===== config.mk =====
export PLATFORM = sky130hd
export DESIGN_NAME = ring_line_sensor_chord_locator_flat
export DESIGN_NICKNAME = d
export VERILOG_FILES = /design/src/rlsc_pkg.sv /design/src/rlsc_sample_if.sv /design/src/rlsc_result_if.sv /design/src/ring_line_sensor_chord_locator.sv /design/src/rlsc_scan.sv /design/src/flat_wrapper.sv
export SDC_FILE = /design/constraint.sdc
export NUM_CORES = 1
export LEC_CHECK = 0
export ABC_AREA = 1
export BUFFER_PORTS_ARGS = -buffer_cell sky130_fd_sc_hd__clkbuf_2
export CELL_PAD_IN_SITES_DETAIL_PLACEMENT = 1
export CELL_PAD_IN_SITES_GLOBAL_PLACEMENT = 2
export CORE_MARGIN = 2
export CORE_UTILIZATION = 35
export DETAILED_ROUTE_END_ITERATION = 10
export GPL_TIMING_DRIVEN = 0
export HOLD_SLACK_MARGIN = 0.06
export PLACE_DENSITY = 0.78
export SYNTH_ARGS = -nofsm -noshare
export SYNTH_HDL_FRONTEND = slang
export SYNTH_SLANG_ARGS = --single-unit

===== constraint.sdc =====
create_clock -name clk -period 3.45 [get_ports clk]
set_input_delay 0.345 -clock clk [delete_from_list [all_inputs] [get_ports clk]]
set_output_delay 0.345 -clock clk [all_outputs]
set_load 0.1 [all_outputs]

===== src/rlsc_pkg.sv =====
`timescale 1ns / 1ps
package rlsc_pkg;

    localparam int SAMPLE_W        = 10;
    localparam int ANGLE_W         = 15;
    localparam int DIST_W          = 14;
    localparam int SENSOR_COUNT_DEF = 30;
    localparam logic [SAMPLE_W-1:0] THRESHOLD_RESET = 10'd700;

endpackage


===== src/rlsc_sample_if.sv =====
`timescale 1ns / 1ps
interface rlsc_sample_if;
    logic                          valid;
    logic                          ready;
    logic [rlsc_pkg::SAMPLE_W-1:0] sample;
    logic                          last_sample;

    modport source (output valid, output sample, output last_sample, input ready);
    modport sink (input valid, input sample, input last_sample, output ready);
endinterface


===== src/rlsc_result_if.sv =====
`timescale 1ns / 1ps
interface rlsc_result_if;
    logic                                valid;
    logic                                ready;
    logic signed [rlsc_pkg::ANGLE_W-1:0] chord_angle;
    logic [rlsc_pkg::DIST_W-1:0]         chord_distance;
    logic                                result_valid;

    modport source (output valid, output chord_angle, output chord_distance,
                    output result_valid, input ready);
    modport sink (input valid, input chord_angle, input chord_distance,
                  input result_valid, output ready);
endinterface


===== src/ring_line_sensor_chord_locator.sv =====
`timescale 1ns / 1ps
// Chord locator for a ring of light sensors.
// The samples channel takes one reading per transfer in sensor index order;
// last_sample marks the final sensor of a ring and starts the evaluation.
// A sample is taken in each cycle while the block is loading. After the
// final transfer the sequencer scans the lit map one sensor per cycle, then
// the angle and distance are read from constant tables into the output
// register once it is free, and that register drives the results channel.
// The samples channel is not ready from the final transfer until the result
// has been moved into the output register.
// If the receiver stalls, the result holds on the results channel and the
// next ring may load meanwhile; its evaluation waits for the register.
// Reset clears the lit map and the position, sets the threshold to 700 and
// empties the output register. cfg_we writes the threshold; the user must do
// so only while idle, as the block itself does not enforce this.
module ring_line_sensor_chord_locator #(
    parameter int SENSOR_COUNT = rlsc_pkg::SENSOR_COUNT_DEF
) (
    input  logic                          clk,
    input  logic                          rst_n,
    input  logic                          cfg_we,
    input  logic [rlsc_pkg::SAMPLE_W-1:0] cfg_data,
    rlsc_sample_if.sink                   samples,
    rlsc_result_if.source                 results
);
    import rlsc_pkg::*;

    localparam int LW     = $clog2(SENSOR_COUNT);
    localparam int HALF   = SENSOR_COUNT / 2;
    localparam int DW     = $clog2(HALF + 1);
    localparam longint unsigned PI_Q29 = 64'd1686629713;
    localparam longint unsigned PI_Q30 = 64'd3373259426;
    localparam longint unsigned DEN    = longint'(SENSOR_COUNT) << 16;
    localparam longint unsigned N_L    = longint'(SENSOR_COUNT);

    typedef logic [ANGLE_W-1:0] ang_tab_t [SENSOR_COUNT];
    typedef logic [DIST_W-1:0]  dist_tab_t [HALF+1];

    function automatic ang_tab_t build_ang();
        ang_tab_t         tab;
        longint unsigned  mag;
        for (int k = 0; k < SENSOR_COUNT; k++)
        begin
            if (2 * k < SENSOR_COUNT)
            begin
                mag    = (longint'(k) * PI_Q29 + DEN / 2) / DEN;
                tab[k] = ANGLE_W'(mag);
            end
            else
            begin
                mag    = (longint'(SENSOR_COUNT - k) * PI_Q29 + DEN / 2) / DEN;
                tab[k] = ANGLE_W'(64'd0 - mag);
            end
        end
        return tab;
    endfunction

    function automatic longint unsigned cos_q30(input longint unsigned theta);
        longint unsigned sq;
        longint unsigned term;
        longint          sum;
        sq   = (theta * theta) >> 30;
        term = 64'd1 << 30;
        sum  = 64'sd1 << 30;
        for (int n = 1; n <= 7; n++)
        begin
            term = (term * sq) >> 30;
            case (n)
                1: term = term / 2;
                2: term = term / 12;
                3: term = term / 30;
                4: term = term / 56;
                5: term = term / 90;
                6: term = term / 132;
                default: term = term / 182;
            endcase
            if (n % 2 == 1)
            begin
                sum = sum - longint'(term);
            end
            else
            begin
                sum = sum + longint'(term);
            end
        end
        return (sum < 0) ? 64'd0 : longint'(sum);
    endfunction

    function automatic dist_tab_t build_dist();
        dist_tab_t       tab;
        longint unsigned theta;
        longint unsigned c;
        for (int d = 0; d <= HALF; d++)
        begin
            theta  = (longint'(d) * PI_Q30 + N_L / 2) / N_L;
            c      = cos_q30(theta);
            tab[d] = DIST_W'((c * 64'd12032 + (64'd1 << 29)) >> 30);
        end
        return tab;
    endfunction

    localparam ang_tab_t  ANG_TAB  = build_ang();
    localparam dist_tab_t DIST_TAB = build_dist();

    logic                        pick_valid;
    logic                        pick_ready;
    logic                        pick_found;
    logic [LW-1:0]               pick_p;
    logic [LW-1:0]               pick_q;
    logic [LW:0]                 sum_pq;
    logic [LW-1:0]               k_idx;
    logic [LW-1:0]               diff;
    logic [LW:0]                 diff_alt;
    logic [DW-1:0]               d_idx;
    logic                        out_valid_reg, out_valid_next;
    logic signed [ANGLE_W-1:0]   angle_reg, angle_next;
    logic [DIST_W-1:0]           dist_reg, dist_next;
    logic                        flag_reg, flag_next;

    rlsc_scan #(
        .SENSOR_COUNT (SENSOR_COUNT)
    ) u_scan (
        .clk        (clk),
        .rst_n      (rst_n),
        .cfg_we     (cfg_we),
        .cfg_data   (cfg_data),
        .samples    (samples),
        .pick_valid (pick_valid),
        .pick_ready (pick_ready),
        .pick_found (pick_found),
        .pick_p     (pick_p),
        .pick_q     (pick_q)
    );

    assign pick_ready = !out_valid_reg || results.ready;

    assign sum_pq   = {1'b0, pick_p} + {1'b0, pick_q};
    assign k_idx    = (sum_pq >= (LW+1)'(SENSOR_COUNT)) ?
                      LW'(sum_pq - (LW+1)'(SENSOR_COUNT)) : LW'(sum_pq);
    assign diff     = pick_q - pick_p;
    assign diff_alt = (LW+1)'(SENSOR_COUNT) - {1'b0, diff};
    assign d_idx    = ({1'b0, diff} <= diff_alt) ? DW'(diff) : DW'(diff_alt);

    always_comb
    begin
        out_valid_next = out_valid_reg;
        angle_next     = angle_reg;
        dist_next      = dist_reg;
        flag_next      = flag_reg;
        if (results.ready)
        begin
            out_valid_next = 1'b0;
        end
        if (pick_valid && pick_ready)
        begin
            out_valid_next = 1'b1;
            flag_next      = pick_found;
            angle_next     = pick_found ? ANG_TAB[k_idx] : '0;
            dist_next      = pick_found ? DIST_TAB[d_idx] : '0;
        end
    end

    always_ff @(posedge clk or negedge rst_n)
    begin
        if (!rst_n)
        begin
            out_valid_reg <= 1'b0;
        end
        else
        begin
            out_valid_reg <= out_valid_next;
        end
    end

    always_ff @(posedge clk)
    begin
        angle_reg <= angle_next;
        dist_reg  <= dist_next;
        flag_reg  <= flag_next;
    end

    assign results.valid          = out_valid_reg;
    assign results.chord_angle    = angle_reg;
    assign results.chord_distance = dist_reg;
    assign results.result_valid   = flag_reg;

`ifndef NO_ASSERTIONS
    a_no_overwrite: assert property (@(posedge clk) disable iff (!rst_n)
        (out_valid_reg && !results.ready) |=> (out_valid_reg && $stable(angle_reg)
            && $stable(dist_reg) && $stable(flag_reg)))
        else $error("pending result overwritten");
    a_invalid_zero: assert property (@(posedge clk) disable iff (!rst_n)
        (out_valid_reg && !flag_reg) |-> (angle_reg == '0 && dist_reg == '0))
        else $error("missing chord carries nonzero fields");
    a_taken: assert property (@(posedge clk) disable iff (!rst_n)
        (pick_valid && pick_ready) |=> out_valid_reg)
        else $error("picks taken without a result");
`endif
endmodule


===== src/rlsc_scan.sv =====
`timescale 1ns / 1ps
module rlsc_scan #(
    parameter int SENSOR_COUNT = rlsc_pkg::SENSOR_COUNT_DEF
) (
    input  logic                                clk,
    input  logic                                rst_n,
    input  logic                                cfg_we,
    input  logic [rlsc_pkg::SAMPLE_W-1:0]       cfg_data,
    rlsc_sample_if.sink                         samples,
    output logic                                pick_valid,
    input  logic                                pick_ready,
    output logic                                pick_found,
    output logic [$clog2(SENSOR_COUNT)-1:0]     pick_p,
    output logic [$clog2(SENSOR_COUNT)-1:0]     pick_q
);
    import rlsc_pkg::*;

    localparam int LW = $clog2(SENSOR_COUNT);
    localparam int PW = $clog2(SENSOR_COUNT + 1);
    localparam int IW = $clog2(SENSOR_COUNT + 2);
    localparam logic [IW-1:0] N_I = IW'(SENSOR_COUNT);
    localparam logic [PW-1:0] N_P = PW'(SENSOR_COUNT);

    typedef enum logic [1:0] {S_LOAD, S_FIND1, S_FIND2, S_DONE} state_t;

    state_t                  state_reg, state_next;
    logic [SAMPLE_W-1:0]     thresh_reg, thresh_next;
    logic [SENSOR_COUNT-1:0] lit_reg, lit_next;
    logic [PW-1:0]           pos_reg, pos_next;
    logic [IW-1:0]           idx_reg, idx_next;
    logic [LW-1:0]           p_reg, p_next;
    logic [LW-1:0]           q_reg, q_next;
    logic                    found_reg, found_next;
    logic [IW-1:0]           idx_plus1;
    logic                    lit_here;
    logic                    lit_after;
    logic [LW-1:0]           chosen;

    // One index is examined per cycle; a neighbour past the ring reads unlit.
    assign idx_plus1 = idx_reg + IW'(1);
    assign lit_here  = (idx_reg < N_I) ? lit_reg[idx_reg[LW-1:0]] : 1'b0;
    assign lit_after = (idx_plus1 < N_I) ? lit_reg[idx_plus1[LW-1:0]] : 1'b0;
    assign chosen    = lit_after ? idx_plus1[LW-1:0] : idx_reg[LW-1:0];

    assign samples.ready = (state_reg == S_LOAD);
    assign pick_valid    = (state_reg == S_DONE);
    assign pick_found    = found_reg;
    assign pick_p        = p_reg;
    assign pick_q        = q_reg;

    always_comb
    begin
        state_next  = state_reg;
        thresh_next = cfg_we ? cfg_data : thresh_reg;
        lit_next    = lit_reg;
        pos_next    = pos_reg;
        idx_next    = idx_reg;
        p_next      = p_reg;
        q_next      = q_reg;
        found_next  = found_reg;
        case (state_reg)
            S_LOAD:
            begin
                if (samples.valid)
                begin
                    if (pos_reg < N_P)
                    begin
                        if (samples.sample > thresh_reg)
                        begin
                            lit_next[pos_reg[LW-1:0]] = 1'b1;
                        end
                        pos_next = pos_reg + PW'(1);
                    end
                    if (samples.last_sample)
                    begin
                        idx_next   = '0;
                        found_next = 1'b0;
                        state_next = S_FIND1;
                    end
                end
            end
            S_FIND1:
            begin
                if (idx_reg >= N_I)
                begin
                    state_next = S_DONE;
                end
                else if (lit_here)
                begin
                    p_next     = chosen;
                    idx_next   = idx_reg + IW'(2);
                    state_next = S_FIND2;
                end
                else
                begin
                    idx_next = idx_plus1;
                end
            end
            S_FIND2:
            begin
                if (idx_reg >= N_I)
                begin
                    state_next = S_DONE;
                end
                else if (lit_here)
                begin
                    q_next     = chosen;
                    found_next = 1'b1;
                    state_next = S_DONE;
                end
                else
                begin
                    idx_next = idx_plus1;
                end
            end
            S_DONE:
            begin
                if (pick_ready)
                begin
                    lit_next   = '0;
                    pos_next   = '0;
                    state_next = S_LOAD;
                end
            end
            default:
            begin
                state_next = S_LOAD;
            end
        endcase
    end

    always_ff @(posedge clk or negedge rst_n)
    begin
        if (!rst_n)
        begin
            state_reg  <= S_LOAD;
            thresh_reg <= THRESHOLD_RESET;
            lit_reg    <= '0;
            pos_reg    <= '0;
            idx_reg    <= '0;
            p_reg      <= '0;
            q_reg      <= '0;
            found_reg  <= 1'b0;
        end
        else
        begin
            state_reg  <= state_next;
            thresh_reg <= thresh_next;
            lit_reg    <= lit_next;
            pos_reg    <= pos_next;
            idx_reg    <= idx_next;
            p_reg      <= p_next;
            q_reg      <= q_next;
            found_reg  <= found_next;
        end
    end

`ifndef NO_ASSERTIONS
    a_order: assert property (@(posedge clk) disable iff (!rst_n)
        (pick_valid && pick_found) |-> (pick_q > pick_p))
        else $error("second pick does not follow the first");
    a_pos: assert property (@(posedge clk) disable iff (!rst_n)
        pos_reg <= N_P)
        else $error("sensor position past the ring");
    a_clear: assert property (@(posedge clk) disable iff (!rst_n)
        (pick_valid && pick_ready) |=> (lit_reg == '0 && pos_reg == '0))
        else $error("lit map not cleared after a result");
    a_hold: assert property (@(posedge clk) disable iff (!rst_n)
        (pick_valid && !pick_ready) |=> (pick_valid && $stable(pick_p) && $stable(pick_q)))
        else $error("picks changed while waiting");
`endif
endmodule


===== src/flat_wrapper.sv =====
// flat-port wrapper written by rule: the top's interface ports become plain ports
module ring_line_sensor_chord_locator_flat import rlsc_pkg::*;
#(
    parameter int SENSOR_COUNT = rlsc_pkg::SENSOR_COUNT_DEF
)
  (clk, rst_n, cfg_we, cfg_data, samples_valid, samples_sample, samples_last_sample, samples_ready, results_valid, results_chord_angle, results_chord_distance, results_result_valid, results_ready);
  rlsc_sample_if samples_i ();
  rlsc_result_if results_i ();
  input  logic clk;
  input  logic rst_n;
  input  logic cfg_we;
  input  logic [rlsc_pkg::SAMPLE_W-1:0] cfg_data;
  input wire logic [$bits(samples_i.valid)-1:0] samples_valid;
  input wire logic [$bits(samples_i.sample)-1:0] samples_sample;
  input wire logic [$bits(samples_i.last_sample)-1:0] samples_last_sample;
  output wire logic [$bits(samples_i.ready)-1:0] samples_ready;
  output wire logic [$bits(results_i.valid)-1:0] results_valid;
  output wire logic [$bits(results_i.chord_angle)-1:0] results_chord_angle;
  output wire logic [$bits(results_i.chord_distance)-1:0] results_chord_distance;
  output wire logic [$bits(results_i.result_valid)-1:0] results_result_valid;
  input wire logic [$bits(results_i.ready)-1:0] results_ready;
  assign samples_i.valid = samples_valid;
  assign samples_i.sample = samples_sample;
  assign samples_i.last_sample = samples_last_sample;
  assign samples_ready = samples_i.ready;
  assign results_valid = results_i.valid;
  assign results_chord_angle = results_i.chord_angle;
  assign results_chord_distance = results_i.chord_distance;
  assign results_result_valid = results_i.result_valid;
  assign results_i.ready = results_ready;
  ring_line_sensor_chord_locator #(.SENSOR_COUNT(SENSOR_COUNT)) u_core (.clk(clk), .rst_n(rst_n), .cfg_we(cfg_we), .cfg_data(cfg_data), .samples(samples_i), .results(results_i));
endmodule

## Word level (Yosys, flattened, before mapping)

Memories as Yosys holds them, arrays and structs flattened. A register that Yosys moved wholly into a read port is not among the register bits.
Index checks and enable logic that the tools add are counted.

- $add $sub $neg: 7
- Equality and inequality tests: 14
- $lt $le $gt $ge: 11
- Reductions and logical operators: 18
- Bitwise logic cells: 4
- Mux-type cells: 42

Operator list:

| kind | number |
|---|---|
| $mux W30 | 4 |
| $pmux W30 S2 | 1 |
| $mux W5 | 11 |
| $or A30 B30 Y30 | 1 |
| $lt A5 B6 Y1 const B | 3 |
| $lt A5 B5 Y1 const B | 3 |
| $pmux W5 S3 | 1 |
| $reduce_and A5 Y1 | 3 |
| $mux W2 | 7 |
| $ne A2 B2 Y1 const B | 7 |
| $mux W1 | 11 |
| $add A5 B1 Y5 const B | 2 |
| $bmux W1 S5 | 2 |
| $gt A10 B10 Y1 | 1 |
| $pmux W5 S2 | 1 |
| $pmux W2 S4 | 1 |
| $add A5 B5 Y6 | 1 |
| $ge A6 B5 Y1 const B | 1 |
| $le A5 B6 Y1 | 1 |
| $ne A3 B3 Y1 const B | 2 |
| $not A5 Y6 | 1 |
| $reduce_and A3 Y1 | 2 |
| $reduce_and A6 Y1 | 1 |
| $reduce_bool A2 Y1 | 3 |
| other kinds (20) | 25 |

- Output and inout bits: 32
- Bits in registers: 65
- Logic and storage cells: 108
- Input bits: 26
- Memories kept: 2
- ROM bits: 704

Memory list:

| memory | words | width | rd ports | clocked after Yosys merged registers in | wr ports | line | RTL |
|---|---|---|---|---|---|---|---|
| (no name shown) | 32 | 15 | 1 | 1 | 0 | ring_line_sensor_chord_locator.sv:158 | `angle_next = pick_found ? ANG_TAB[k_idx] : '0;` |
| (no name shown) | 16 | 14 | 1 | 1 | 0 | ring_line_sensor_chord_locator.sv:159 | `dist_next = pick_found ? DIST_TAB[d_idx] : '0;` |

## Depth between registers and ports, before layout

Gate-level depths: netlist of run 1.

- Word-level depth: 9
- Gate-level depth with buffers: 25
- Mapped depth without buffers: 25

## Hierarchy

From an unflattened synthesis of run 1, not the netlist that was laid out.

- Cell total of the unflattened synthesis: 1,028
- Area total of the unflattened synthesis: 7,196.9 sq um

By module, submodules not included:

| module | times used | cells an instance | seq. area each (sq um) | area an instance (sq um) |
|---|---|---|---|---|
| rlsc_scan | 1 | 624 | 1,584.0 | 4,262.8 |
| ring_line_sensor_chord_locator | 1 | 404 | 925.9 | 2,934.1 |

## Worst setup path after synthesis of run 1

OpenSTA, ideal clock, no wires.

- Path kind: register -> register
- From: reg u_core.u_scan.q_reg[0], in the netlist u_core.u_scan.pick_q[0]
- To: reg u_core.dist_reg[6], in the netlist u_core.results.chord_distance[6] (data pin)
- Setup time: 0.260 ns
- Slack: 0.283 ns
- Required time: 3.190 ns
- Data arrival time: 2.906 ns
- Clock period less this slack: 3.167 ns
- Path buffers: 0
- Cell stages (with the launch flop): 20
- Path through: dfrtp_1 > inv_1 > ha_1 > inv_1 > fa_1 > ha_1 > nand3_1 > ha_1 > nand3_1 > nand2_1 > o21a_2 > nand2_2 > nand2_1 > nand2_2 > inv_1 > ha_1 > inv_1 > nand2_1 > nand3_1 > nand3_1

- Cells in the longest elaborated chain, start to end: 5

Ends and longest elaborated chain:

| element | line | RTL |
|---|---|---|
| start: declaration | rlsc_scan.sv:32 | `logic [LW-1:0] q_reg, q_next;` |
| start signal: assignment | rlsc_scan.sv:153 | `q_reg <= q_next;` |
| $sub A5 B5 Y5 * | ring_line_sensor_chord_locator.sv:140 | `assign diff = pick_q - pick_p;` |
| $sub A5 B5 Y6 | ring_line_sensor_chord_locator.sv:141 | `assign diff_alt = (LW+1)'(SENSOR_COUNT) - {1'b0, diff};` |
| $le A5 B6 Y1 | ring_line_sensor_chord_locator.sv:142 | `assign d_idx = ({1'b0, diff} <= diff_alt) ? DW'(diff) : DW'(diff_alt);` |
| $mux W4 * | ring_line_sensor_chord_locator.sv:142 |  |
| $not A4 Y5 (not written as such) * | ring_line_sensor_chord_locator.sv:159 |  |
| end: declaration | ring_line_sensor_chord_locator.sv:117 | `logic [DIST_W-1:0] dist_reg, dist_next;` |

Mark *: on every way between the ends. The rest lies on a longest branch, timed or not.
A chain may end at the register's enable or synchronous reset.

## Final worst setup path of run 1

- From: reg u_core.u_scan.q_reg[0], in the netlist u_core.u_scan.pick_q[0]
- To: reg u_core.dist_reg[10], in the netlist u_core.results.chord_distance[10] (data pin)

Same word-level chain as after synthesis.

==> impl_metrics.toml, run 1 <==
[synthesis]
synth_top_cell_by_area = "dfrtp_1"
synth_commonest_cells = "nand2_1, nand3_1, inv_1"
synth_warnings = 0
synth_nets = 1067
synthCells = 991
ys.flop_type = "dfrtp_1"
yosysTopAreaCellShare_pct = 20.3
syn_area_um2 = 7140
seq_area_frac_synth_pct = 35.1
synth_edf_count = 30
ys_seq_elements = 94
synth_area_per_cell_um2 = 7.21
synth_area_leaders = "dfrtp_1, nand2_1, edfxtp_1"
post-synth-top-count-cell = "nand2_1"
synth_cell_type_count = 51
async_flop_share_pct = 68.1

[placed_design]
place_congestion = 0.793
dpl_worst_slack_ps = -332
placed_area_um2 = 7810
io_buffer_count = 56
place_hpwl_mm = 16.0

[critical_path]
critPathArrivalTime_ps = 3380
crit_path_max_fanout = 6
setup.worst_path.start_class = "flop"
setup.worst_path.end_class = "flop"
r2r_cells = 20
crit_family = "adder cells"
slowest_stage = "fa_2"
critPathMaxStageDelay_ps = 570
cp.depth = 20
cp_cell_sequence = "inv_2 > ha_4 > inv_1 > fa_2 > ha_2 > nand3_1 > ha_1 > inv_1 > nand2_1 > nand2_2 > o21a_2 > nand2_4 > nand2_2 > nand2_4 > inv_4 > ha_1 > inv_1 > nand2_1 > nand2_1 > o21ai_1"
critPathBufInv = 5
worst-r2r-setup-slack_ps = 170
crit_type = "reg -> reg"
crit_required_ps = 3550

[route]
vias_per_cell = 4.98
route.met2.wl_mm = 10.7
ant_nets = 0
top_layer = "met4"
vias = 6694
drc = 0
met1Wirelength_mm = 9.65
wl_met3_um = 540
wirelength_mm = 21.3
firstDrtPassIters = 4
drt_iter0_drc = 360
wl_per_cell_um = 15.9

[final_layout]
syn2layout_area_growth_pct = 15.6
post_route_cells_drive_above_1_share_pct = 16.9
insertedDiodeCount = 0
fillCellCount = 2542
fin_nets = 1145
largest_reg_flops = 30
design_area_um2 = 8250

[clock_tree]
cts_buffers = 9
cts_tree = "done"
cts_max_level = 3
clock_sink_count = 94
cts-root-buf = "clkbuf_16"
clk_pin_slew_worst_paths_ps = 80
cts_buffer_depth = 2
clk_latency_ps = 370

[die]
num_rows = 52
io_pins = 58
initial_core_util_pct = 35.5
fp.coreArea_um2 = 20100
die_y_um = 147
die_w_um = 147
die_area_um2 = 21600

[global_routing]
grt_pass1_wl_mm = 35.5
grt_usage_pct = 20.4
grt_max_degree = 57
antenna_found_initial = 0
grt.overflow.total = 0
grt_pass1_vias = 6917

[timing]
period_minus_slack_ps = 3280
finalCritPeriodShare_pct = 95.1
tightest_slew_ps = 805
maxSlewViolCount = 0
rsz0062_at_grt = "true"
slew_headroom_pct = 45.9
hold_slack_ps = 163
clock_skew_ps = 14.7
worst_slack_ps = 169
hold_violations = 0
final-setup-viol-count = 0
fmax_ghz = 0.305

[hold_path]
min_path_type = "in -> reg"
whs_path_depth = 3

[power_and_ir_drop]
total_power_mw = 8.60
peakVddDrop_v = 0.000335
p_leak_nw = 4.05
powerDensity_nw_per_um2 = 1040

[flow_run]
max-cap-violations = 0

[status]
status = "finished, final reports clean"
==> cells by family (layout without fill, tap and decap cells) <==
kind of cell | Yosys count | count (layout) | synth area share, %
AO/OA/AOI/OAI | 166 | 166 | 13.0
XOR/XNOR | 8 | 8 | 1.09
adder cells (fa/ha/maj) | 50 | 50 | 8.97
buffers and inverters | 158 | 241 | 9.71
flip-flops | 94 | 94 | 35.1
multiplexers | 1 | 1 | 0.158
AND/OR/NAND/NOR | 514 | 514 | 31.9
==> where the power goes <==
part           internal, mW  switching, mW  total, mW
clock                 0.514          0.524       1.04
sequential             1.54          0.225       1.76
combinational          1.74           4.07       5.81
==> metal layers <==
metal | up-vias | global-route usage, %
met5 | - | 0
met4 | 0 | 6.07
met3 | 28 | 2.67
met2 | 84 | 36.6
met1 | 3187 | 25.6
li1 | 3395 | -
==> placed cells by master, fill, tap and decap left out, types with 2 or more instances in the layout <==
cell type / count
nor3_1: 4
dfrtp_1: 58
nand2_2: 16
inv_6: 2
o211ai_1: 4
a21oi_2: 7
nand4_1: 3
edfxtp_1: 30
xor2_1: 7
o21ai_1: 18
a31oi_1: 2
inv_2: 8
inv_4: 3
nor2_4: 2
buf_6: 7
inv_1: 105
clkbuf_2: 57
a21oi_4: 2
nand2_4: 7
nand2_1: 292
nor4_1: 2
nor2_1: 41
clkbuf_1: 18
buf_2: 10
o21ai_0: 50
buf_4: 11
clkinv_4: 2
o21bai_1: 2
nand3_1: 130
ha_4: 3
inv_8: 2
a21oi_1: 74
dfstp_2: 6
nor2_2: 3
clkbuf_16: 9
ha_1: 44
nand3_2: 7
==> through the flow <==
stage	TNS [ps]	instances	utilization [%]
global route	-137	1344	41.1
global placement	-1730	1317	38.6
CTS	0	1336	40.4
detailed placement	-1800	1319	38.8
finish	0	1344	41.1
floorplan	0	991	-
==> worst min-delay path, cell delays in order <==
cell,delay (ps)
clkbuf_2,80
nand2_1,40
o21ai_0,70
==> timing repair <==
item | in CTS | in global routing
pin swaps | 0 | 4
setup buffers | 0 | 8
hold endpoints to repair | 8 | 0
endpoints found under the setup margin | 9 | 17
hold buffers | 1 | 0
gates resized for setup | 3 | 17
==> worst paths after layout <==
check	startpoint	endpoint
setup / recovery	u_core.u_scan.pick_q[0]	u_core.results.chord_distance[10]
hold / removal	cfg_data[9]	u_core.u_scan.thresh_reg[9]
setup reg to reg	u_core.u_scan.pick_q[0]	u_core.results.chord_distance[10]
min in group asynchronous	rst_n	u_core.u_scan.thresh_reg[1]
max in group asynchronous	rst_n	u_core.u_scan.thresh_reg[7]
hold reg to reg	u_core.u_scan.lit_reg[23]	u_core.u_scan.lit_reg[23]
==> layout make-up <==
class	count	area (um2)	share of cell area, %
clock buffers	9	225	2.73
clock inverters	7	73.8	0.894
well taps	270	338	4.09
inverters	117	447	5.41
plain buffers	41	249	3.02
multi-input cells	739	4020	48.7
repair buffers	67	395	4.79
flip-flops and latches	94	2510	30.4
Note: power is estimated with default switching activity, not from simulation.
==> inputs of run 2 (changes only) <==
--- a/config.mk
+++ b/config.mk
@@ -9,8 +9,9 @@
 export BUFFER_PORTS_ARGS = -buffer_cell sky130_fd_sc_hd__clkbuf_2
 export CELL_PAD_IN_SITES_DETAIL_PLACEMENT = 1
 export CELL_PAD_IN_SITES_GLOBAL_PLACEMENT = 2
-export CORE_MARGIN = 2
+export CORE_MARGIN = 5
 export CORE_UTILIZATION = 35
+export CTS_BUF_LIST = sky130_fd_sc_hd__clkbuf_16
 export DETAILED_ROUTE_END_ITERATION = 10
 export GPL_TIMING_DRIVEN = 0
 export HOLD_SLACK_MARGIN = 0.06
==> run 2 against run 1 <==
  * Fmax hardly changed
  * Final cell count stayed put
  * Clock skew is 2.4 ps lower
  * Routed wire length is 1.4% higher
  * Combinational power hardly changed
  * Register-to-register slack hardly changed
  * Die area is 8.3% higher
  * Utilization is 0.16 points lower
  * Critical path type unchanged
  * Highest routed layer unchanged
==> impl_metrics.toml, run 2 (synthesis results as in run 1) <==
[status]
status = "finished, final reports clean"

[route]
drt_iter0_drc = 246
route.met2.wl_mm = 11.0
top_layer = "met4"
wl_met3_um = 454
drc = 0
wirelength_mm = 21.6
wl_per_cell_um = 16.1
ant_nets = 0
vias = 6654
met1Wirelength_mm = 9.87
firstDrtPassIters = 4
vias_per_cell = 4.95

[clock_tree]
cts_tree = "done"
cts_max_level = 3
cts_buffers = 9
clk_pin_slew_worst_paths_ps = 80
clock_sink_count = 94
cts_buffer_depth = 2
cts-root-buf = "clkbuf_16"
clk_latency_ps = 360

[final_layout]
fin_nets = 1145
layout_commonest_cell = "nand2_1"
final_cell_mix = "nand2_1, nand3_1, inv_1"
insertedDiodeCount = 0
post_route_cells_drive_above_1_share_pct = 16.9
syn2layout_area_growth_pct = 15.5
largest_reg_flops = 30
final_cells = 1344

[critical_path]
setup.worst_path.end_class = "flop"
reg2reg_to = "u_core.results.chord_distance[6]"
worst-r2r-setup-slack_ps = 170
crit_path_max_fanout = 6
r2r_cells = 19
worstReg2RegStart = "u_core.u_scan.pick_q[0]"
crit_type = "reg -> reg"
setup.worst_path.start_class = "flop"
critPathArrivalTime_ps = 3390
crit_required_ps = 3550

[power_and_ir_drop]
peakVddDrop_v = 0.000579
total_power_mw = 8.56
p_leak_nw = 4.04
powerDensity_nw_per_um2 = 1040

[flow_run]
max-cap-violations = 0

[timing]
maxSlewViolCount = 0
hold_violations = 0
tns_ps = 0
tightest_slew_ps = 651
fmax_ghz = 0.305
final-setup-viol-count = 0
slew_headroom_pct = 56.3
finalCritPeriodShare_pct = 95.1
clock_skew_ps = 12.3
worst_slack_ps = 168
hold_slack_ps = 178
period_minus_slack_ps = 3280

[die]
die_y_um = 153
die_area_um2 = 23400
io_pins = 58
fp.coreArea_um2 = 20200
num_rows = 52
initial_core_util_pct = 35.4
die_w_um = 153

[global_routing]
grt_pass1_wl_mm = 36.3
grt_max_degree = 56
grt.overflow.total = 0
antenna_found_initial = 0
grt_usage_pct = 18.8
grt_pass1_vias = 6897

[placed_design]
dp_cells = 1319
io_buffer_count = 56
dpl_worst_slack_ps = -383
place_congestion = 0.827
place_hpwl_mm = 16.3

[hold_path]
min_path_type = "in -> reg"
hp-start = "cfg_data[9]"
min_to = "u_core.u_scan.thresh_reg[9]"
whs_path_depth = 3
-- run 2: cell types whose count changed in the layout (fill, tap and decap cells not counted), sizes merged --
cell	change
inv	-3
clkbuf	+1
clkinv	+1
clkinvlp	+1
-- run 2: stage by stage --
| stage | util [%] | instance area [um2] |
|---|---|---|
| after floorplan | - | 7140 |
| after global placement | 38.5 | 7760 |
| after detailed placement | 38.7 | 7810 |
| after CTS | 40.4 | 8140 |
| after global routing | 40.9 | 8250 |
| final | 40.9 | 8250 |
-- run 2: metal layers --
metal,global-route usage (%),vias to the layer above
li1,-,3399
met1,23.8,3174
met2,34.0,64
met3,2.91,17
met4,3.82,0
met5,0,-
-- run 2: worst max path at each step --
| stage | endpoint | cells after the start | startpoint |
|---|---|---|---|
| after floorplan | u_core.results.chord_distance[6] | 19 | u_core.u_scan.pick_q[0] |
| after global placement | u_core.results.chord_distance[6] | 21 | u_core.u_scan.pick_q[0] |
| after detailed placement | u_core.results.chord_distance[6] | 21 | u_core.u_scan.pick_q[0] |
| after CTS | u_core.results.chord_angle[8] | 15 | u_core.u_scan.pick_p[0] |
| after global routing | u_core.results.chord_distance[6] | 20 | u_core.u_scan.pick_q[0] |
| final | u_core.results.chord_distance[6] | 19 | u_core.u_scan.pick_q[0] |
-- run 2: critical path: stages (launching register included) --
cell,delay (ps)
dfrtp_1,390
inv_2,90
ha_4,130
inv_1,60
fa_2,600
ha_4,140
nand3_1,80
ha_1,310
nand3_1,100
nand2_2,60
o21a_2,220
nand2_2,80
nand2_2,70
nand2_4,110
inv_4,60
ha_4,250
inv_1,70
nand2_1,50
nand3_1,60
nand3_1,60
-- run 2: what timing repair did --
item	4_1_cts	5_1_grt
hold endpoints to repair	5	0
pin swaps	0	6
setup endpoints to repair	10	15
buffers inserted	0	8
hold buffers	1	0
gates resized for setup	6	14
-- run 2: area by class of cell --
cell class	count	area (um2)
fillers	2605	11900
multi-input cells	739	4020
flip-flops and latches	94	2510
inverters	117	447
repair buffers	67	395
well taps	270	338
clock buffers	10	250
plain buffers	41	249
clock inverters	6	43.8
-- run 2: power breakdown --
group | internal [mW] | switching, mW
sequential | 1.54 | 0.227
clock | 0.536 | 0.478
combinational | 1.70 | 4.08
total | 3.78 | 4.78
==> inputs of run 3 (changes only) <==
==> constraint.sdc (replaced) <==
create_clock -name clk -period 3.45 [get_ports clk]
set_input_delay 0 -clock clk [delete_from_list [all_inputs] [get_ports clk]]
set_output_delay 0 -clock clk [all_outputs]
set_load 0.1 [all_outputs]
==> run 3 against run 2 <==
  * Non-clock buffer count grew 12
  * Sequential cell count is the same
  * Register-to-register slack hardly changed
  * Die area unchanged
  * Global-route usage grew 0.17 points
  * Count of clock-buffer cells in the layout unchanged
  * Final cell count rose by 0.89%
  * First-iteration DRC count down 11%
  * Critical path depth stayed put
  * Via count up 0.77%
==> impl_metrics.toml, run 3 (synthesis results as in run 1) <==
[route]
drc = 0
firstDrtPassIters = 5
vias_per_cell = 4.94
ant_nets = 0
vias = 6705
wl_per_cell_um = 16.1
wirelength_mm = 21.8
drt_iter0_drc = 219

[global_routing]
grt_pass1_wl_mm = 36.6
antenna_found_initial = 0
grt_pass1_vias = 6969
grt_max_degree = 56
grt_usage_pct = 18.9
grt.overflow.total = 0

[placed_design]
place_hpwl_mm = 16.3
io_buffer_count = 56
place_congestion = 0.827

[clock_tree]
cts_tree = "done"
clk_latency_ps = 360
cts_max_level = 3
clock_sink_count = 94
cts-root-buf = "clkbuf_16"
clk_pin_slew_worst_paths_ps = 80
cts_buffer_depth = 2
cts_buffers = 9

[power_and_ir_drop]
peakVddDrop_v = 0.000576
total_power_mw = 8.57
powerDensity_nw_per_um2 = 1020
p_leak_nw = 4.09

[timing]
maxSlewViolCount = 0
finalCritPeriodShare_pct = 95.2
tightest_slew_ps = 654
period_minus_slack_ps = 3280
fmax_ghz = 0.305
clock_skew_ps = 12.1
hold_violations = 0
slew_headroom_pct = 56.0
final-setup-viol-count = 0

[die]
num_rows = 52
initial_core_util_pct = 35.4
die_y_um = 153
die_w_um = 153
io_pins = 58
fp.coreArea_um2 = 20200
die_area_um2 = 23400

[final_layout]
syn2layout_area_growth_pct = 17.2
layout_commonest_cell = "nand2_1"
largest_reg_flops = 30
final_cell_mix = "nand2_1, nand3_1, inv_1"
insertedDiodeCount = 0
post_route_cells_drive_above_1_share_pct = 16.7
fillCellCount = 2604
fin_nets = 1157
fin_util_pct = 41.5

[critical_path]
setup.worst_path.end_class = "flop"
crit_required_ps = 3550
crit_path_max_fanout = 6
startpoint = "u_core.u_scan.pick_q[0]"
critPathArrivalTime_ps = 3390
setup.worst_path.start_class = "flop"
worstReg2RegStart = "u_core.u_scan.pick_q[0]"
crit_type = "reg -> reg"

[hold_path]
min_path_type = "in -> reg"
hp-start = "cfg_we"

[status]
status = "finished, final reports clean"

[flow_run]
max-cap-violations = 0
## run 3: worst max-delay path, stage by stage (launching register included)
cell	delay, ps
dfrtp_1	390
inv_2	90
ha_4	130
inv_1	60
fa_2	600
ha_4	140
nand3_1	80
ha_1	310
nand3_1	100
nand2_2	60
o21a_2	220
nand2_2	80
nand2_2	70
nand2_4	110
inv_4	60
ha_4	250
inv_1	70
nand2_1	50
nand3_1	60
nand3_1	60
## run 3: cell type report
class | instances | area (um2) | share of cell area, %
clock inverters | 6 | 43.8 | 0.523
repair buffers | 79 | 515 | 6.16
inverters | 117 | 447 | 5.34
flip-flops and latches | 94 | 2510 | 30.0
well taps | 270 | 338 | 4.04
multi-input cells | 739 | 4020 | 48.0
clock buffers | 10 | 250 | 2.99
plain buffers | 41 | 249 | 2.98
## run 3: path summary, 6_finish.rpt
check                                                        end  slack, ps  cells past startpoint
max in group asynchronous             u_core.u_scan.state_reg[0]       2460                      3
worst max register to register  u_core.results.chord_distance[6]        170                     19
min in group asynchronous            u_core.u_scan.thresh_reg[3]        230                      2
worst min-delay path                 u_core.u_scan.thresh_reg[8]         70                      2
worst min register to register         u_core.u_scan.lit_reg[19]        470                      2
worst max-delay path            u_core.results.chord_distance[6]        170                     19
## run 3: metal layers
metal | up-vias | share of wire, % | wire length [um] | GRT usage [%]
met5 | - | 0 | 0 | 0
met4 | 0 | 1.3 | 286 | 3.82
met3 | 17 | 1.9 | 418 | 2.91
met2 | 64 | 51 | 11100 | 34.4
met1 | 3202 | 46 | 9970 | 24.0
li1 | 3422 | - | - | -
## run 3: power breakdown
part / leakage, nW / internal [mW] / switching (mW)
combinational: 2.83 / 1.71 / 4.08
clock: 0.144 / 0.536 / 0.476
sequential: 1.12 / 1.54 / 0.226
total: 4.09 / 3.79 / 4.78
## run 3: what timing repair did
item	in CTS	in global routing
hold buffers	13	0
endpoints found under the hold margin	73	0
resized for setup	6	14
buffers inserted	0	8
endpoints found under the setup margin	10	15
cloned	0	0
pin swaps	0	6
## run 3: stage by stage
stage / hold slack (ps) / std cells / TNS (ps) / area [um2] / setup slack (ps)
2_1_floorplan: -296 / 991 / 0 / 7140 / 283
3_3_place_gp: 199 / 1317 / -1830 / 7760 / -331
3_5_place_dp: -114 / 1319 / -2250 / 7810 / -383
4_1_cts: 71.7 / 1348 / 0 / 8260 / 21.6
5_1_grt: 85.1 / 1356 / -65.3 / 8370 / -29.0
6_report: 65.3 / 1356 / 0 / 8370 / 166
